**src/hdl/tbhc_pkg.sv**
```systemverilog
// Package for the three-button hold and combo event core.
// Holds item types, command, button, status and event codes, and sizing constants.
// No dependencies.
`default_nettype none
package tbhc_pkg;

	localparam int TBHC_TIME_BITS = 32;
	localparam int CFG_W          = 16;
	localparam int MAX_EV         = 3;
	localparam int Q_DEPTH        = 4;
	localparam logic [CFG_W-1:0] HOLD_RESET = 16'd3000;

	localparam logic [1:0] CMD_EDGE = 2'd0;
	localparam logic [1:0] CMD_TICK = 2'd1;
	localparam logic [1:0] CMD_POLL = 2'd2;

	localparam logic [1:0] BTN_SET  = 2'd0;
	localparam logic [1:0] BTN_UP   = 2'd1;
	localparam logic [1:0] BTN_DOWN = 2'd2;

	localparam logic [1:0] REG_SET_HOLD  = 2'd0;
	localparam logic [1:0] REG_UP_HOLD   = 2'd1;
	localparam logic [1:0] REG_DOWN_HOLD = 2'd2;

	localparam logic [2:0] EV_DOWN_REL  = 3'd0;
	localparam logic [2:0] EV_DOWN_LONG = 3'd1;
	localparam logic [2:0] EV_UP_REL    = 3'd2;
	localparam logic [2:0] EV_SET_HOLD  = 3'd3;
	localparam logic [2:0] EV_SET_UP    = 3'd4;
	localparam logic [2:0] EV_SET_DOWN  = 3'd5;
	localparam logic [2:0] EV_SET_REL   = 3'd6;

	typedef enum logic [1:0] {
		ST_IDLE = 2'd0,
		ST_HOLD = 2'd1,
		ST_REL  = 2'd2
	} status_t;

	typedef struct packed {
		logic [1:0] command;
		logic [1:0] button;
		logic       pin_level;
	} in_item_t;

	typedef struct packed {
		logic [2:0] event_code;
		logic       last_event;
	} out_item_t;

	typedef struct packed {
		logic [MAX_EV-1:0][2:0] codes;
		logic [1:0]             count;
	} batch_t;

endpackage
`default_nettype wire

```
**src/hdl/tbhc_queue.sv**
```systemverilog
// Short queue of event batches between the classifier front and the result back end.
// Depends on tbhc_pkg for the batch type and depth.
`default_nettype none
module tbhc_queue
	import tbhc_pkg::*;
(
	input  wire logic   clk,
	input  wire logic   arst_n,
	input  wire logic   wr_en,
	input  wire batch_t wr_data,
	output logic        q_full,
	input  wire logic   rd_en,
	output logic        q_valid,
	output batch_t      rd_data
);

	localparam int PTR_W = $clog2(Q_DEPTH);
	localparam int CNT_W = $clog2(Q_DEPTH + 1);

	batch_t             entry_q [Q_DEPTH];
	logic [PTR_W-1:0]   wr_ptr_q;
	logic [PTR_W-1:0]   rd_ptr_q;
	logic [CNT_W-1:0]   cnt_q;
	logic               do_wr;
	logic               do_rd;

	assign q_full  = (cnt_q == CNT_W'(Q_DEPTH));
	assign q_valid = (cnt_q != '0);
	assign do_wr   = wr_en && !q_full;
	assign do_rd   = rd_en && q_valid;
	assign rd_data = entry_q[rd_ptr_q];

	always_ff @(posedge clk) begin
		if (do_wr) begin
			entry_q[wr_ptr_q] <= wr_data;
		end
	end

	always_ff @(posedge clk or negedge arst_n) begin
		if (!arst_n) begin
			wr_ptr_q <= '0;
			rd_ptr_q <= '0;
			cnt_q    <= '0;
		end else begin
			if (do_wr) begin
				wr_ptr_q <= wr_ptr_q + PTR_W'(1);
			end
			if (do_rd) begin
				rd_ptr_q <= rd_ptr_q + PTR_W'(1);
			end
			if (do_wr && !do_rd) begin
				cnt_q <= cnt_q + CNT_W'(1);
			end else if (do_rd && !do_wr) begin
				cnt_q <= cnt_q - CNT_W'(1);
			end
		end
	end

endmodule
`default_nettype wire

```
**src/hdl/tbhc_front.sv**
```systemverilog
// Front end: takes requests, keeps button state, time and thresholds, and turns
// each poll into a batch of events. Depends on tbhc_pkg.
`default_nettype none
module tbhc_front
	import tbhc_pkg::*;
#(
	parameter int TIME_BITS = TBHC_TIME_BITS
) (
	input  wire logic             clk,
	input  wire logic             arst_n,
	input  wire logic             push,
	input  wire in_item_t         item,
	input  wire logic             q_full,
	output logic                  full,
	input  wire logic             cfg_valid,
	input  wire logic [1:0]       cfg_index,
	input  wire logic [CFG_W-1:0] cfg_data,
	output logic                  batch_push,
	output batch_t                batch
);

	localparam int CMP_W = (TIME_BITS > CFG_W + 1) ? TIME_BITS : CFG_W + 1;

	status_t              status_q [3];
	logic [TIME_BITS-1:0] press_q  [3];
	logic [TIME_BITS-1:0] now_q;
	logic [CFG_W-1:0]     set_hold_q;
	logic [CFG_W-1:0]     up_hold_q;
	logic [CFG_W-1:0]     down_hold_q;

	logic                 accept;
	logic [TIME_BITS-1:0] el_set;
	logic [TIME_BITS-1:0] el_up;
	logic [TIME_BITS-1:0] el_down;
	logic                 set_over;
	logic                 up_over;
	logic                 down_over;
	logic                 down_long;
	logic                 up_hold;
	logic                 down_hold;
	status_t              st_poll [3];
	logic [MAX_EV-1:0][2:0] ev_codes;
	logic [1:0]           ev_cnt;

	assign full   = q_full;
	assign accept = push && !q_full;

	assign el_set  = now_q - press_q[BTN_SET];
	assign el_up   = now_q - press_q[BTN_UP];
	assign el_down = now_q - press_q[BTN_DOWN];

	assign set_over  = CMP_W'(el_set) > CMP_W'(set_hold_q);
	assign up_over   = CMP_W'(el_up) > CMP_W'(up_hold_q);
	assign down_over = CMP_W'(el_down) > CMP_W'(down_hold_q);
	assign down_long = CMP_W'(el_down) > CMP_W'({down_hold_q, 1'b0});

	assign up_hold   = (status_q[BTN_UP] == ST_HOLD);
	assign down_hold = (status_q[BTN_DOWN] == ST_HOLD);

	always_comb begin
		st_poll  = status_q;
		ev_codes = '0;
		ev_cnt   = '0;
		if (status_q[BTN_DOWN] == ST_REL) begin
			ev_codes[ev_cnt] = EV_DOWN_REL;
			ev_cnt           = ev_cnt + 2'd1;
			st_poll[BTN_DOWN] = ST_IDLE;
		end else if (down_hold && down_long) begin
			ev_codes[ev_cnt] = EV_DOWN_LONG;
			ev_cnt           = ev_cnt + 2'd1;
		end
		if (status_q[BTN_UP] == ST_REL) begin
			ev_codes[ev_cnt] = EV_UP_REL;
			ev_cnt           = ev_cnt + 2'd1;
			st_poll[BTN_UP]  = ST_IDLE;
		end
		if (status_q[BTN_SET] == ST_HOLD && set_over) begin
			if (!up_hold && !down_hold) begin
				ev_codes[ev_cnt] = EV_SET_HOLD;
				ev_cnt           = ev_cnt + 2'd1;
				st_poll[BTN_SET] = ST_IDLE;
			end else if (up_hold && up_over) begin
				ev_codes[ev_cnt] = EV_SET_UP;
				ev_cnt           = ev_cnt + 2'd1;
				st_poll[BTN_SET] = ST_IDLE;
				st_poll[BTN_UP]  = ST_IDLE;
			end else if (down_hold && down_over) begin
				ev_codes[ev_cnt]  = EV_SET_DOWN;
				ev_cnt            = ev_cnt + 2'd1;
				st_poll[BTN_SET]  = ST_IDLE;
				st_poll[BTN_DOWN] = ST_IDLE;
			end
		end else if (status_q[BTN_SET] == ST_REL) begin
			ev_codes[ev_cnt] = EV_SET_REL;
			ev_cnt           = ev_cnt + 2'd1;
			st_poll[BTN_SET] = ST_IDLE;
		end
	end

	assign batch_push  = accept && (item.command == CMD_POLL) && (ev_cnt != '0);
	assign batch.codes = ev_codes;
	assign batch.count = ev_cnt;

	always_ff @(posedge clk or negedge arst_n) begin
		if (!arst_n) begin
			set_hold_q  <= HOLD_RESET;
			up_hold_q   <= HOLD_RESET;
			down_hold_q <= HOLD_RESET;
		end else if (cfg_valid) begin
			case (cfg_index)
				REG_SET_HOLD:  set_hold_q  <= cfg_data;
				REG_UP_HOLD:   up_hold_q   <= cfg_data;
				REG_DOWN_HOLD: down_hold_q <= cfg_data;
				default: ;
			endcase
		end
	end

	always_ff @(posedge clk or negedge arst_n) begin
		if (!arst_n) begin
			now_q <= '0;
			for (int i = 0; i < 3; i++) begin
				status_q[i] <= ST_IDLE;
				press_q[i]  <= '0;
			end
		end else if (accept) begin
			case (item.command)
				CMD_EDGE: begin
					if (item.button inside {BTN_SET, BTN_UP, BTN_DOWN}) begin
						if (!item.pin_level) begin
							press_q[item.button]  <= now_q;
							status_q[item.button] <= ST_HOLD;
						end else if (status_q[item.button] == ST_HOLD) begin
							status_q[item.button] <= ST_REL;
						end else begin
							status_q[item.button] <= ST_IDLE;
						end
					end
				end
				CMD_TICK: begin
					now_q <= now_q + TIME_BITS'(1);
				end
				CMD_POLL: begin
					status_q <= st_poll;
				end
				default: ;
			endcase
		end
	end

endmodule
`default_nettype wire

```
**src/hdl/tbhc_back.sv**
```systemverilog
// Back end: unpacks one event batch at a time and presents its events as results.
// Depends on tbhc_pkg for the batch and result types.
`default_nettype none
module tbhc_back
	import tbhc_pkg::*;
(
	input  wire logic   clk,
	input  wire logic   arst_n,
	input  wire logic   q_valid,
	input  wire batch_t q_data,
	output logic        q_take,
	input  wire logic   pop,
	output logic        empty,
	output out_item_t   result
);

	batch_t     cur_q;
	logic       valid_q;
	logic [1:0] idx_q;
	logic       last;

	assign last   = (idx_q == cur_q.count - 2'd1);
	assign empty  = !valid_q;
	assign q_take = q_valid && (!valid_q || (pop && last));

	assign result.event_code = cur_q.codes[idx_q];
	assign result.last_event = last;

	always_ff @(posedge clk) begin
		if (q_take) begin
			cur_q <= q_data;
		end
	end

	always_ff @(posedge clk or negedge arst_n) begin
		if (!arst_n) begin
			valid_q <= 1'b0;
			idx_q   <= '0;
		end else if (q_take) begin
			valid_q <= 1'b1;
			idx_q   <= '0;
		end else if (pop && valid_q) begin
			if (last) begin
				valid_q <= 1'b0;
			end else begin
				idx_q <= idx_q + 2'd1;
			end
		end
	end

endmodule
`default_nettype wire

```
**src/hdl/three_button_hold_combo_events_core.sv**
```systemverilog
// Three-button hold and combo event core: front classifier, batch queue, result back end.
// Every request is taken while the batch queue has room. A poll's events are registered
// in the batch queue and then in the back end's batch register, wait there while earlier
// events are unread, and leave at one per cycle while pop is held. The four-entry batch
// queue sets how far polls may run ahead of the result side. Reset clears all statuses,
// press times and the time counter, and loads 3000 ms into every threshold.
`default_nettype none
module three_button_hold_combo_events_core
	import tbhc_pkg::*;
#(
	parameter int TIME_BITS = TBHC_TIME_BITS
) (
	input  wire logic             clk,
	input  wire logic             arst_n,
	input  wire logic             push,
	output logic                  full,
	input  wire in_item_t         item,
	output logic                  empty,
	input  wire logic             pop,
	output out_item_t             result,
	input  wire logic             cfg_valid,
	output logic                  cfg_ready,
	input  wire logic [1:0]       cfg_index,
	input  wire logic [CFG_W-1:0] cfg_data
);

	logic   q_full;
	logic   batch_push;
	batch_t batch;
	logic   q_valid;
	logic   q_take;
	batch_t q_data;

	assign cfg_ready = 1'b1;

	tbhc_front #(
		.TIME_BITS(TIME_BITS)
	) u_front (
		.clk       (clk),
		.arst_n    (arst_n),
		.push      (push),
		.item      (item),
		.q_full    (q_full),
		.full      (full),
		.cfg_valid (cfg_valid),
		.cfg_index (cfg_index),
		.cfg_data  (cfg_data),
		.batch_push(batch_push),
		.batch     (batch)
	);

	tbhc_queue u_queue (
		.clk    (clk),
		.arst_n (arst_n),
		.wr_en  (batch_push),
		.wr_data(batch),
		.q_full (q_full),
		.rd_en  (q_take),
		.q_valid(q_valid),
		.rd_data(q_data)
	);

	tbhc_back u_back (
		.clk    (clk),
		.arst_n (arst_n),
		.q_valid(q_valid),
		.q_data (q_data),
		.q_take (q_take),
		.pop    (pop),
		.empty  (empty),
		.result (result)
	);

endmodule
`default_nettype wire

```
**config.mk**
```make
export PLATFORM = sky130hd
export DESIGN_NAME = three_button_hold_combo_events_core
export DESIGN_NICKNAME = d
export VERILOG_FILES = /design/src/hdl/tbhc_pkg.sv /design/src/hdl/tbhc_queue.sv /design/src/hdl/tbhc_front.sv /design/src/hdl/tbhc_back.sv /design/src/hdl/three_button_hold_combo_events_core.sv
export SDC_FILE = /design/constraint.sdc
export NUM_CORES = 1
export LEC_CHECK = 0
export ABC_AREA = 0
export BUFFER_PORTS_ARGS = -buffer_cell sky130_fd_sc_hd__buf_2
export CAP_MARGIN = 25
export CORE_MARGIN = 2
export CORE_UTILIZATION = 60
export DETAILED_ROUTE_END_ITERATION = 6
export PLACE_DENSITY = 0.89
export SETUP_SLACK_MARGIN = 0.2
export SYNTH_ARGS = -nofsm -noshare
export SYNTH_HDL_FRONTEND = slang
export SYNTH_SLANG_ARGS = --single-unit
```
**constraint.sdc**
```tcl
create_clock -name clk -period 14.16 [get_ports clk]
set_input_delay 3.54 -clock clk [delete_from_list [all_inputs] [get_ports clk]]
set_output_delay 3.54 -clock clk [all_outputs]
set_load 0.1 [all_outputs]
```
* Yosys cells after proc, flatten, opt, wreduce, memory -nomap -nowiden *
Memories as Yosys holds them, arrays and structs flattened. A register that Yosys moved wholly into a read port is not among the register bits.
Index checks and enable logic that the tools add are counted.

storage, ports and cells
  memories kept = 1
  bits in writable memories = 44
  register bits after elaboration = 192
  bits of input ports = 28
  word-level logic and storage cells = 183

cells by class
  bitwise gates (word level) = 25
  mux-type cells = 56
  order comparisons = 11
  add/subtract/negate cells = 12
  equal/unequal tests = 19
  reduce and logical (&&, ||, !) cells = 44

memory list
  memory           depth  bits a word  rd ports  clocked after Yosys merged registers in  write ports  line              text
  u_queue.entry_q  4      11           1         1                                        1            tbhc_queue.sv:20  batch_t entry_q [Q_DEPTH];

operators by type and width
  kind                                                 count
  bitwise mux 96 bit                                   1
  greater-than comparator 32 x 16 -> 1 bit             3
  subtractor 32 bit                                    3
  demux 32 bit (select 2 bit)                          1
  2-to-1 mux 9 bit                                     6
  2-to-1 mux 2 bit                                     23
  adder 32 x 1 -> 32 bit, second input constant        1
  greater-than comparator 32 x 17 -> 1 bit             1
  2-to-1 mux 32 bit                                    1
  logical AND 1 bit                                    18
  2-to-1 mux 3 bit                                     6
  2-to-1 mux 6 bit                                     3
  NOT 6 bit                                            3
  OR 6 bit                                             3
  AND 3 bit                                            5
  NOT 3 bit                                            5
  equality test 2 x 1 -> 1 bit, second input constant  7
  AND 6 bit                                            2
  demux 3 bit (select 2 bit)                           2
  equality test 2 bit, second input constant           6
  case mux 6 bit (2 select lines)                      1
  AND reduction 2 bit                                  6
  adder 2 x 1 -> 2 bit, second input constant          5
  nonzero test 2 bit                                   5
  other kinds (30)                                     50

* Longest topological paths before layout *
  word-level depth = 19
  gate-level depth with buffers = 28
  mapped depth without buffers = 28

* Hierarchy *
A second synthesis with hierarchy kept.

second synthesis, totals
  cell total of the unflattened synthesis = 1886
  area, all modules = 17620.6 µm²

modules (own cells, without submodules)
  module                               area an instance (µm²)  cells an instance  times used
  tbhc_front                           14866.8                 1734               1
  tbhc_queue                           2055.7                  92                 1
  tbhc_back                            686.9                   58                 1
  three_button_hold_combo_events_core  11.3                    2                  1

* Worst setup path after synthesis *
Ideal clock, no wire load.

  path type = register -> output
  from = register u_back.idx_q[1]
  to = output port result[1] (netlist name)
  path slack = 7846 ps
  arrival time = 2774 ps
  data required time = 10620 ps
  path buffers = 1
  stages on the path, launching flop included = 4
  cells stage by stage = dfrtp_1 clkbuf_1 mux2i_1 o21ai_0

RTL lines
  element                 line                                       text
  start, declared         tbhc_back.sv:19                            logic [1:0] idx_q;
  start signal, assigned  tbhc_back.sv:46                            idx_q <= idx_q + 2'd1;
  end, declared           three_button_hold_combo_events_core.sv:20  output out_item_t result,

* Worst setup path in the final report *
  from = register u_front.now_q[0]
  to = register u_queue.cnt_q[2]

between the ends
  cells in the longest elaborated chain, start to end = 18
  elaborated cells between the ends (all ways) = 29
  those cells by class = 5 x add/sub; 4 x order compare; 9 x mux; 11 x reduce/logical

RTL lines
  element                                   line               text
  start, declared                           tbhc_front.sv:26   logic [TIME_BITS-1:0] now_q;
  start signal, assigned                    tbhc_front.sv:141  now_q <= now_q + TIME_BITS'(1);
  subtractor 32 bit                         tbhc_front.sv:50   assign el_down = now_q - press_q[BTN_DOWN];
  greater-than comparator 32 x 17 -> 1 bit  tbhc_front.sv:55   assign down_long = CMP_W'(el_down) > CMP_W'({down_hold_q, 1'b0});
  logical AND 1 bit                         tbhc_front.sv:68   end else if (down_hold && down_long) begin
  2-to-1 mux 1 bit                          tbhc_front.sv:68
  2-to-1 mux 2 bit                          tbhc_front.sv:64   if (status_q[BTN_DOWN] == ST_REL) begin
  adder 2 x 1 -> 2 bit                      tbhc_front.sv:74   ev_cnt = ev_cnt + 2'd1;
  2-to-1 mux 2 bit                          tbhc_front.sv:72   if (status_q[BTN_UP] == ST_REL) begin
  adder 2 x 1 -> 2 bit                      --
  [... 3 more ...]                          --
  2-to-1 mux 2 bit *                        tbhc_front.sv:77   if (status_q[BTN_SET] == ST_HOLD && set_over) begin
  nonzero test 2 bit *                      tbhc_front.sv:100  assign batch_push = accept && (item.command == CMD_POLL) && (ev_cnt != '0);
  logical AND 1 bit *                       tbhc_front.sv:100
  logical AND 1 bit *                       tbhc_queue.sv:29   assign do_wr = wr_en && !q_full;
  named net u_queue.do_wr                   tbhc_queue.sv:24   logic do_wr;
  logical NOT 1 bit                         tbhc_queue.sv:53   end else if (do_rd && !do_wr) begin
  logical AND 1 bit                         tbhc_queue.sv:53
  nonzero test 2 bit (no line)              --
  end signal, assigned                      tbhc_queue.sv:52   cnt_q <= cnt_q + CNT_W'(1);
  end signal, assigned                      tbhc_queue.sv:54   cnt_q <= cnt_q - CNT_W'(1);
  end, declared                             tbhc_queue.sv:23   logic [CNT_W-1:0] cnt_q;

The timed path passes the listed nets; every way through them passes the cells marked *.
A chain may end at the register's enable or synchronous reset.

==> flow_metrics.env <==
export IMPL_critPathRequiredTime_ps=14650
export IMPL_final_max_slew_violation_count=0
export IMPL_antenna_left=0
export IMPL_rr_endpoint="u_queue.cnt_q[2]"
export IMPL_std_cell_rows=63
export IMPL_peakVddDrop_uv=111
export IMPL_fin_worst_skew_ps=29.5
export IMPL_ios=35
export IMPL_status="completed"
export IMPL_worstSetupPathType="flop to flop"
export IMPL_critPathLaunchType="flop"
export IMPL_crit_fanout=7
export IMPL_worstSkewPairLatency_ps=570
export IMPL_timing_final_crit_period_ps=7000
export IMPL_reg2reg_from="u_front.now_q[0]"
export IMPL_drv_cap=0
export IMPL_dpl_hpwl_um=35100
export IMPL_synth_cell_type_count=96
export IMPL_remaining_drc_errors=0
export IMPL_final_hold_viol_count=0
export IMPL_core_area_um2=29400
export IMPL_die_w_um=176
export IMPL_viasPerCell=6.36
export IMPL_clk_pin_slew_ps=60
export IMPL_start_util_pct=60.5
export IMPL_wirelength_um=47500
export IMPL_grt_total_usage_pct=30.5
export IMPL_ff2ff_path_depth=27
export IMPL_drt_pass1_iter_count=7
export IMPL_syn_num_nets=2193
export IMPL_placed_cell_area_um2=18300
export IMPL_synth_edf_count=55
export IMPL_layout_commonest_cell="nand2_1"
export IMPL_antennaDiodeCount=0
export IMPL_hp_class="flop to flop"
export IMPL_register_area_um2=6480
export IMPL_nNetsFinal=2194
export IMPL_holdPathEnd="u_front.down_hold_q[10]"
export IMPL_dieArea_um2=31000
export IMPL_timing_fmax_ghz=0.143
export IMPL_fin_area_um2=19300
export IMPL_first_iter_violations=1324
export IMPL_vias=15300
export IMPL_fillers=2170
export IMPL_syn_inst=1995
export IMPL_fin_ws_ps=7160
export IMPL_antenna_found_initial=1
export IMPL_cts_hold_buf=0
export IMPL_setup_violations=0
export IMPL_holdWs_ps=505
export IMPL_multiInputGateArea_um2=10300
export IMPL_pre_cts_ws_ps=7420
export IMPL_area_delta_synth_final_pct=8.60
export IMPL_grt_pass1_vias=15200
export IMPL_cts_tree="yes"
export IMPL_post_route_period_util_pct=49.4
export IMPL_synth_area_um2=17800
export IMPL_cts_sinks=247
export IMPL_die_y_um=176
export IMPL_grt_pass1_wl_um=76400
export IMPL_async_reset_ff_share_pct=77.7
export IMPL_postSynthAreaPerCell_um2=8.92
export IMPL_arrival_ps=7490
export IMPL_ys_seq_elements=247
export IMPL_holdPathStages=1
export IMPL_synth_ff_type="dfrtp_1"
export IMPL_synth_seq_area_share_pct=36.4
export IMPL_endpoint_kind="flop"
export IMPL_cts_buffer_depth=3
export IMPL_rsz0062_at_grt="no"
export IMPL_rrSetupSlack_ps=7160
export IMPL_grt_overflow=0
export IMPL_place_congestion=1.03
export IMPL_tightest_slew_ps=990
export IMPL_postCtsSetupBuffers=0
export IMPL_worstHoldStart="u_front.down_hold_q[10]"
export IMPL_p_leak_uw=0.00873
export IMPL_fin_tns_setup_ps=0
export IMPL_grt_max_degree=110
export IMPL_ctsResizeCount=0
export IMPL_layout_drive_gt1_share_pct=10.6
export IMPL_max_slew_margin_pct=33.3
export IMPL_wl_per_cell_um=19.7
export IMPL_cts_buffers=28
export IMPL_cts_root_buffer_cell="clkbuf_16"
export IMPL_final_cell_mix="nand2_1 (245), inv_1 (184), o21ai_0 (174), dfrtp_1 (171), ha_1 (166)"
export IMPL_port_buffers=33
export IMPL_cts_max_level=1
export IMPL_yosys_warnings=0
export IMPL_p_per_area_nw_per_um2=181
## worst max-delay path, cell delays in order, from the launching register on
cell      delay (ps)
dfrtp_1          450
inv_1            230
ha_1             230
inv_1             60
fa_1             400
a21o_1           210
a221oi_1         610
o21ai_1          370
a21o_1           270
a21oi_1          170
xnor2_1           90
ha_1             280
nand4_1          130
nor4_1           430
nand3_1          160
a211oi_1         360
nand4b_1         130
nor4_1           200
a41o_1           400
inv_1            140
a21oi_2          270
o211a_4          260
ha_1             190
inv_1             60
fa_1             380
xor2_1           150
nor2_1           110
xor2_1           170
## layer usage
metal,GRT usage [%],part of all wire [%],vias up
li1,-,-,7140
met3,4.93,7.6,154
met1,40.3,42,7352
met4,12.5,4.0,0
met5,0,0,-
met2,50.2,47,659
## worst max-delay path by stage
stage | start | to | slack, ps | depth (start not counted)
after floorplan | u_back.idx_q[1] | result[1] | 7850 | 3
after global placement | u_front.now_q[0] | u_queue.cnt_q[2] | 7620 | 27
after detailed placement | u_front.now_q[0] | u_queue.cnt_q[2] | 7420 | 27
after CTS | u_front.now_q[0] | u_queue.cnt_q[2] | 7310 | 27
after global routing | u_front.now_q[4] | u_queue.cnt_q[1] | 6770 | 25
final | u_front.now_q[0] | u_queue.cnt_q[2] | 7160 | 27
## power by group
part	internal [µW]	switching [µW]	total, µW
registers	920	109	1030
clock network	485	315	801
logic	645	1020	1660
## cell usage after synthesis, types with 6 or more instances
| cell | n | share of area [%] |
|---|---|---|
| nor3_1 | 31 | 0.87 |
| xor2_1 | 38 | 1.9 |
| a21o_1 | 40 | 1.7 |
| o211ai_1 | 22 | 0.93 |
| o21ai_0 | 174 | 4.9 |
| inv_1 | 184 | 3.9 |
| nand2b_1 | 24 | 0.84 |
| clkbuf_1 | 60 | 1.3 |
| nor2_1 | 100 | 2.1 |
| nand4_1 | 43 | 1.5 |
| buf_2 | 13 | 0.37 |
| a21oi_1 | 135 | 3.8 |
| o31ai_1 | 9 | 0.38 |
| a31oi_1 | 12 | 0.42 |
| nor2b_1 | 27 | 0.95 |
| nor4_1 | 19 | 0.67 |
| a21boi_0 | 6 | 0.25 |
| a211oi_1 | 17 | 0.72 |
| and4_1 | 6 | 0.30 |
| mux4_2 | 11 | 1.4 |
| ha_1 | 166 | 12 |
| mux2_2 | 44 | 2.8 |
| o311ai_0 | 6 | 0.30 |
| and3_1 | 16 | 0.56 |
| and2_1 | 17 | 0.60 |
| o21a_1 | 21 | 0.89 |
| nand2_1 | 245 | 5.2 |
| mux2i_1 | 12 | 0.68 |
| edfxtp_1 | 55 | 9.3 |
| nand3_1 | 39 | 1.1 |
| o21bai_1 | 9 | 0.38 |
| dfrtp_1 | 171 | 24 |
| or2_2 | 8 | 0.28 |
| dfstp_2 | 21 | 3.1 |
| o221ai_1 | 6 | 0.30 |
| xnor2_1 | 59 | 2.9 |
| o21ai_1 | 8 | 0.23 |
## state kept, by name, indices dropped and copies added, names as in the netlist, named ones only
register	cells
u_back.cur_q	11
u_back.idx_q	2
u_back.valid_q	1
u_front.down_hold_q	16
u_front.now_q	32
u_front.press_q	96
u_front.set_hold_q	16
u_front.status_q	2
u_front.up_hold_q	16
u_queue.cnt_q	3
u_queue.entry_q	44
u_queue.rd_ptr_q	2
u_queue.wr_ptr_q	2
## logic make-up after synthesis
family                   count (synthesis)  share of synthesized area, %
AO/OA/AOI/OAI                          550                          19.9
other                                    1                        0.0211
flip-flops                             247                          36.4
AND/OR/NAND/NOR                        597                          16.0
multiplexers                            68                          4.94
adder cells (fa/ha/maj)                170                          12.1
buffers and inverters                  265                          5.80
XOR/XNOR                                97                          4.78
## final cells by class
class,count,share of cell area [%]
Clock inverter,21,1.50
Sequential cell,247,33.6
Inverter,184,3.58
Clock buffer,31,3.79
Multi-Input combinational cell,1483,53.3
Timing Repair Buffer,52,1.74
Tap cell,390,2.53
## metrics by stage
step                      instances  utilization [%]  total power, µW
after floorplan                1995                -             2260
final                          2408             65.7             3490
after CTS                      2407             65.6             3470
after global placement         2355             62.1             2550
after global routing           2408             65.7             3710
after detailed placement       2355             62.1             2640
Power figures use the tool's default switching activity.
